### config.mk
export PLATFORM = sky130hd
export DESIGN_NAME = one_wire_bus_master
export DESIGN_NICKNAME = d
export VERILOG_FILES = /design/src/rtl/owbm_pkg.sv /design/src/rtl/owbm_seq.sv /design/src/rtl/one_wire_bus_master.sv
export SDC_FILE = /design/constraint.sdc
export NUM_CORES = 1
export LEC_CHECK = 0
export ABC_AREA = 0
export BUFFER_PORTS_ARGS = -buffer_cell sky130_fd_sc_hd__buf_2
export CELL_PAD_IN_SITES_DETAIL_PLACEMENT = 1
export CELL_PAD_IN_SITES_GLOBAL_PLACEMENT = 1
export CORE_UTILIZATION = 50
export DETAILED_ROUTE_END_ITERATION = 8
export PLACE_DENSITY = 0.83
export SLEW_MARGIN = 20
export SYNTH_ARGS = -nofsm -noshare
export SYNTH_HDL_FRONTEND = slang
export SYNTH_HIERARCHICAL = 1
export SYNTH_SLANG_ARGS = --single-unit
### constraint.sdc
create_clock -name clk -period 6.7 [get_ports clk]
set_clock_uncertainty 0.1 [all_clocks]
set_input_delay 0.335 -clock clk [delete_from_list [all_inputs] [get_ports clk]]
set_output_delay 0.335 -clock clk [all_outputs]
set_load 0.01 [all_outputs]
### src/rtl/owbm_pkg.sv
// ----------------------------------------------------------------------------
// owbm_pkg - shared types and timing constants
// Phase codes, command codes and microsecond timing of the one-wire master.
// ----------------------------------------------------------------------------
package owbm_pkg;

  typedef enum logic [1:0] {
    PH_IDLE  = 2'd0,
    PH_RESET = 2'd1,
    PH_WRITE = 2'd2,
    PH_READ  = 2'd3
  } phase_t;

  localparam logic [1:0] REQ_NONE  = 2'd0;
  localparam logic [1:0] REQ_RESET = 2'd1;
  localparam logic [1:0] REQ_WRITE = 2'd2;
  localparam logic [1:0] REQ_READ  = 2'd3;

  localparam int TIMER_W = 10;

  // Tick offsets inside a sequence or a slot
  localparam logic [TIMER_W-1:0] RST_LOW    = 10'd480;
  localparam logic [TIMER_W-1:0] RST_SAMPLE = 10'd550;  // 480 + 70
  localparam logic [TIMER_W-1:0] RST_LAST   = 10'd959;  // 480 + 70 + 410 - 1
  localparam logic [TIMER_W-1:0] W1_LOW     = 10'd6;
  localparam logic [TIMER_W-1:0] W0_LOW     = 10'd60;
  localparam logic [TIMER_W-1:0] RD_LOW     = 10'd6;
  localparam logic [TIMER_W-1:0] RD_SAMPLE  = 10'd15;   // 6 + 9
  localparam logic [TIMER_W-1:0] SLOT_LAST  = 10'd69;   // 6 + 64 - 1

  localparam logic [2:0] BIT_LAST = 3'd7;

  typedef struct packed {
    phase_t               phase;
    logic [TIMER_W-1:0]   timer;
    logic [2:0]           bit_idx;
    logic [7:0]           shift;
    logic                 pres;
    logic [7:0]           rdata;
  } seq_state_t;

  typedef struct packed {
    logic drive;
    logic busy;
    logic done;
    logic rej;
  } tick_res_t;

endpackage

### src/rtl/owbm_seq.sv
// ----------------------------------------------------------------------------
// owbm_seq - one-tick sequencer step
// Combinational step of the bus sequencer: takes the current state and one
// tick request, gives the next state and the tick's line and status bits.
// ----------------------------------------------------------------------------
module owbm_seq
  import owbm_pkg::*;
(
  input  seq_state_t  cur,
  input  logic [1:0]  req_type,
  input  logic [7:0]  write_data,
  input  logic        bus_level,
  output seq_state_t  nxt,
  output tick_res_t   res
);

  seq_state_t eff;
  logic       start;

  // Command start folds into the same tick: tick 0 of the new sequence.
  always_comb begin
    start = (req_type != REQ_NONE) && (cur.phase == PH_IDLE);
    eff   = cur;
    if (start) begin
      eff.timer   = '0;
      eff.bit_idx = '0;
      case (req_type)
        REQ_RESET: begin
          eff.phase = PH_RESET;
          eff.pres  = 1'b0;
        end
        REQ_WRITE: begin
          eff.phase = PH_WRITE;
          eff.shift = write_data;
        end
        REQ_READ: begin
          eff.phase = PH_READ;
          eff.shift = '0;
        end
        default: eff.phase = PH_IDLE;
      endcase
    end
  end

  // Next state
  always_comb begin
    logic [7:0] sh;
    sh  = eff.shift;
    nxt = eff;
    case (eff.phase)
      PH_RESET: begin
        if (eff.timer == RST_SAMPLE) nxt.pres = ~bus_level;
        if (eff.timer >= RST_LAST) begin
          nxt.phase = PH_IDLE;
          nxt.timer = '0;
        end else begin
          nxt.timer = TIMER_W'(eff.timer + 1'b1);
        end
      end
      PH_WRITE, PH_READ: begin
        if (eff.phase == PH_READ && eff.timer == RD_SAMPLE) sh = {bus_level, sh[7:1]};
        if (eff.timer >= SLOT_LAST) begin
          if (eff.phase == PH_WRITE) sh = {1'b0, sh[7:1]};
          nxt.timer = '0;
          if (eff.bit_idx == BIT_LAST) begin
            if (eff.phase == PH_READ) nxt.rdata = sh;
            nxt.phase   = PH_IDLE;
            nxt.bit_idx = '0;
          end else begin
            nxt.bit_idx = 3'(eff.bit_idx + 1'b1);
          end
        end else begin
          nxt.timer = TIMER_W'(eff.timer + 1'b1);
        end
        nxt.shift = sh;
      end
      default: nxt = eff;
    endcase
  end

  // Tick outputs
  always_comb begin
    res      = '0;
    res.rej  = (req_type != REQ_NONE) && !start;
    res.busy = (eff.phase != PH_IDLE);
    case (eff.phase)
      PH_RESET: begin
        res.drive = (eff.timer < RST_LOW);
        res.done  = (eff.timer >= RST_LAST);
      end
      PH_WRITE: begin
        res.drive = (eff.timer < (eff.shift[0] ? W1_LOW : W0_LOW));
        res.done  = (eff.timer >= SLOT_LAST) && (eff.bit_idx == BIT_LAST);
      end
      PH_READ: begin
        res.drive = (eff.timer < RD_LOW);
        res.done  = (eff.timer >= SLOT_LAST) && (eff.bit_idx == BIT_LAST);
      end
      default: begin
        res.drive = 1'b0;
        res.done  = 1'b0;
      end
    endcase
  end

endmodule

### src/rtl/one_wire_bus_master.sv
// ----------------------------------------------------------------------------
// one_wire_bus_master - tick-driven one-wire bus master
// Each input request is one microsecond tick carrying an optional command
// (reset pulse, write byte, read byte) and the sampled line level. Each
// tick yields exactly one result: line drive, busy, done, presence, read
// byte and a command-rejected flag.
//
// Channels: in_* and out_* are valid/ready. A request moves at an edge with
// valid and ready both high. The request lands in the input register, then
// one combinational sequencer step writes the output register and the
// sequencer state. Throughput is one tick per cycle while out_ready is high;
// the input register and the output register let a new request enter while
// a result waits. When out_ready is low the output holds, the input register
// fills, and in_ready drops until the output drains.
// Reset (rst_n low, synchronous) empties both registers and returns the
// sequencer to idle with presence and read byte cleared.
// Timing: reset is 960 ticks, write and read are 8 slots of 70 ticks.
// ----------------------------------------------------------------------------
module one_wire_bus_master
  import owbm_pkg::*;
(
  input  logic        clk,
  input  logic        rst_n,
  input  logic        in_valid,
  output logic        in_ready,
  input  logic [1:0]  in_req_type,
  input  logic [7:0]  in_write_data,
  input  logic        in_bus_level,
  output logic        out_valid,
  input  logic        out_ready,
  output logic        out_drive_low,
  output logic        out_busy_res,
  output logic        out_done_res,
  output logic        out_presence,
  output logic [7:0]  out_read_data,
  output logic        out_cmd_rejected
);

  // input register
  logic        s1_valid_r;
  logic [1:0]  s1_req_r;
  logic [7:0]  s1_wdata_r;
  logic        s1_level_r;

  // sequencer state
  seq_state_t  state_r;
  seq_state_t  state_nxt;
  tick_res_t   res;

  // output register
  logic        out_valid_r;
  tick_res_t   out_res_r;
  logic        out_pres_r;
  logic [7:0]  out_rdata_r;

  logic        s1_adv;   // input register may move into the output register
  logic        step;     // a tick is processed this cycle

  assign s1_adv   = !out_valid_r || out_ready;
  assign in_ready = !s1_valid_r || s1_adv;
  assign step     = s1_valid_r && s1_adv;

  always_ff @(posedge clk) begin
    if (!rst_n) begin
      s1_valid_r <= 1'b0;
    end else if (in_ready) begin
      s1_valid_r <= in_valid;
    end
  end

  always_ff @(posedge clk) begin
    if (in_ready && in_valid) begin
      s1_req_r   <= in_req_type;
      s1_wdata_r <= in_write_data;
      s1_level_r <= in_bus_level;
    end
  end

  owbm_seq u_seq (
    .cur        (state_r),
    .req_type   (s1_req_r),
    .write_data (s1_wdata_r),
    .bus_level  (s1_level_r),
    .nxt        (state_nxt),
    .res        (res)
  );

  // Sequencer state advances only when the tick's result is taken in.
  always_ff @(posedge clk) begin
    if (!rst_n) begin
      state_r <= '{phase: PH_IDLE, timer: '0, bit_idx: '0, shift: '0,
                   pres: 1'b0, rdata: '0};
    end else if (step) begin
      state_r <= state_nxt;
    end
  end

  always_ff @(posedge clk) begin
    if (!rst_n) begin
      out_valid_r <= 1'b0;
    end else if (s1_adv) begin
      out_valid_r <= s1_valid_r;
    end
  end

  always_ff @(posedge clk) begin
    if (step) begin
      out_res_r   <= res;
      out_pres_r  <= state_nxt.pres;
      out_rdata_r <= state_nxt.rdata;
    end
  end

  assign out_valid        = out_valid_r;
  assign out_drive_low    = out_res_r.drive;
  assign out_busy_res     = out_res_r.busy;
  assign out_done_res     = out_res_r.done;
  assign out_presence     = out_pres_r;
  assign out_read_data    = out_rdata_r;
  assign out_cmd_rejected = out_res_r.rej;

  // ---------------------------------------------------------------- checks
  a_done_idles: assert property (@(posedge clk) disable iff (!rst_n)
    (step && res.done) |=> (state_r.phase == PH_IDLE))
    else $error("sequence completed but phase not idle");

  a_timer_range: assert property (@(posedge clk) disable iff (!rst_n)
    (state_r.timer <= RST_LAST))
    else $error("slot timer out of range");

  a_drive_busy: assert property (@(posedge clk) disable iff (!rst_n)
    out_valid_r |-> (!(out_drive_low || out_done_res) || out_busy_res))
    else $error("line driven or done while not busy");

  a_reject_busy: assert property (@(posedge clk) disable iff (!rst_n)
    (step && res.rej) |-> (state_r.phase != PH_IDLE))
    else $error("command rejected while idle");

  a_hold_state: assert property (@(posedge clk) disable iff (!rst_n)
    (!step) |=> $stable(state_r))
    else $error("sequencer state moved without a tick");

endmodule
==> flow_summary.ini <==
[clock_network]
clk_pin_slew_worst_paths_ns = 0.07
cts_max_level = 3
clock_path_buffers = 2
numCtsBuffers = 9
cts_setup_buffers = 0
cts_tree = done
root_buffer = clkbuf_8
holdBufCountCts = 0
post_cts_resized = 0
cts_sinks = 58
clkLatencyLatePin_ns = 0.34

[cells_and_area]
syn_to_final_growth_pct = 6.99
multiInputGateArea_um2 = 1800
fin_nets = 404
drive_gt1_frac = 0.197
fillers = 755
area.sequential_um2 = 1400
n_antenna_cell = 0

[route]
drt_iter0_drc = 147
ant_nets = 0
dr.pass1.iters = 4
wl_um = 8060
wl_per_cell_um = 17.4
num_vias = 2686
avgViaCountPerCell = 5.80
drc = 0

[placed_design]
port_buffers = 29
hpwl_um = 5560
pre_cts_ws_ns = 2.67
place_congestion = 0.874

[sta]
fin_crit_sh = 0.617
slew_headroom = 0.322
finalHoldViolations = 0
whs_ns = 0.0645
setup_ws_ns = 2.57
finalSetupViolations = 0
fin_setup_tns_ns = 0
rsz0062_at_grt = no
worstMarginPinSlew_ns = 1.01
fmax_mhz = 242
fin_crit_ns = 4.13
slew_viol_final = 0

[floorplanning]
fp.dieW_um = 85.2
die_area_um2 = 7250
die_height_um = 85.2
start_util = 0.532
ios = 30
num_rows = 29
core_um2 = 6490

[pwr]
power_per_cell_area_nw_per_um2 = 212
total_power_mw = 0.784
leakage_nw = 1.32
vdd_drop_max_mv = 0.174

[grt]
track_usage = 0.237
grt.overflow.total = 0
grt_pass1_wl_um = 13100
grt_antenna_before_repair = 0
grt_pass1_vias = 2602
grt_max_degree = 67

[yosys]
ys.flop_type = dfxtp_1
synth_common_cells = 87 x nand2_1, 48 x mux2i_1, 34 x dfxtp_1, 24 x edfxtp_1
synthTopCellsByArea = edfxtp_1 21%, dfxtp_1 20%, mux2i_1 14%
synth_top_area_frac = 0.208
synth_xor_area_frac = 0.00253
synth.most_common_cell = nand2_1
synth_seq_area_share = 0.405
synth_fa_ha_area_frac = 0.0290
synth_top_family_by_area = simple AND/OR/NAND/NOR gates
synthesis.instances = 364
synthSimpleGateAreaFrac = 0.207
ys_ff_latch = 58
synth_mux_area_frac = 0.177
synth_compound_area_frac = 0.104
yosys_warnings = 6
synth_fp_nets = 387
yosysTopAreaCell = edfxtp_1
avgSynthCellArea_um2 = 9.50
synth_edf_count = 24
async_flop_share = 0
syn-cell-area_um2 = 3460
synthDistinctLibCells = 57

[setup_path]
cpPeakStageDelay_ns = 0.67
crit_chain = or2_2, nand2_1, nand2_1, inv_1, ha_1, nand3_1, nor4b_1, nor2b_1, mux2_2, mux2i_1, nand2_1, mux2i_1
crit_type = flop to flop
cp.required_ns = 6.86
crit_path_top_delay_cell = nor2b_1
crit_arrival_ns = 4.30
critPathMostFrequentCell = nand2_1
start_kind = flop
worstPathMaxFanout = 13
cp-end-kind = flop

[flow_run]
drv_cap = 0

[worst_hold_path]
hp-class = input pin to flop

[outcome]
status = completed
-- flip-flops by register name, summed over array words and instances, names as in the netlist --
register,cells
out_busy_res,1
out_cmd_rejected,1
out_done_res,1
out_drive_low,1
out_presence,1
out_read_data,8
out_valid,1
s1_level_r,1
s1_req_r,2
s1_valid_r,1
s1_wdata_r,8
state_r,32
-- routing by layer --
metal	wire, um	vias to the layer above	GRT usage
li1	-	1312	-
met1	3830	1303	0.304
met2	3800	62	0.386
met3	325	9	0.0652
met4	110	0	0.0801
met5	0	-	0
-- power by group --
part / internal, mW / switching, mW
logic: 0.0286 / 0.0546
registers: 0.379 / 0.00746
clock network: 0.169 / 0.145
-- per-stage QoR --
step | instance area [um^2] | instances | util
final | 3700 | 463 | 0.569
after global routing | 3700 | 463 | 0.569
after CTS | 3700 | 463 | 0.569
after detailed placement | 3510 | 447 | 0.541
after global placement | 3510 | 447 | 0.541
after floorplan | 3460 | 364 | -
-- critical path: cells and delay by family (launching register included) --
kind / cells / cell delay (ns)
flip-flops: 1 / 0.58
multiplexers: 3 / 0.88
buffers and inverters: 1 / 0.13
AND/OR/NAND/NOR: 7 / 2.13
adder cells (fa/ha/maj): 1 / 0.23
-- worst paths after layout --
check	start	end	slack, ns	depth (start not counted)
hold reg to reg	state_r[7]$_SDFFE_PN0P_	state_r[7]$_SDFFE_PN0P_	0.36	2
hold / removal	in_write_data[3]	s1_wdata_r[3]$_DFFE_PP_	0.06	1
setup reg to reg	s1_req_r[0]$_DFFE_PP_	state_r[4]$_SDFFE_PN0P_	2.57	12
setup / recovery	s1_req_r[0]$_DFFE_PP_	state_r[4]$_SDFFE_PN0P_	2.57	12
-- layout by cell type, fill, tap and decap left out, drive strengths merged, types with 3 or more instances in the layout --
cell type	instances
nand2	88
mux2i	49
dfxtp	34
buf	30
edfxtp	24
a21oi	16
inv	16
o21ai	14
nor2	11
clkbuf	10
mux2	10
nor3b	9
ha	8
and2	6
nor2b	5
nor3	5
clkinv	4
or3	4
nor4	4
nand4	3
nand3	3
o211ai	3
-- logic make-up after synthesis --
kind of cell             after synthesis
multiplexers                          59
AO/OA/AOI/OAI                         53
flip-flops                            58
XOR/XNOR                               1
adder cells (fa/ha/maj)                8
AND/OR/NAND/NOR                      145
buffers and inverters                 40
-- layout make-up --
type	instances	share of cell area
flip-flops and latches	58	0.379
clock buffers	10	0.0345
inverters	16	0.0162
multi-input cells	266	0.487
well taps	77	0.0260
repair buffers	30	0.0419
clock inverters	6	0.0156
Power figures use the tool's default switching activity.
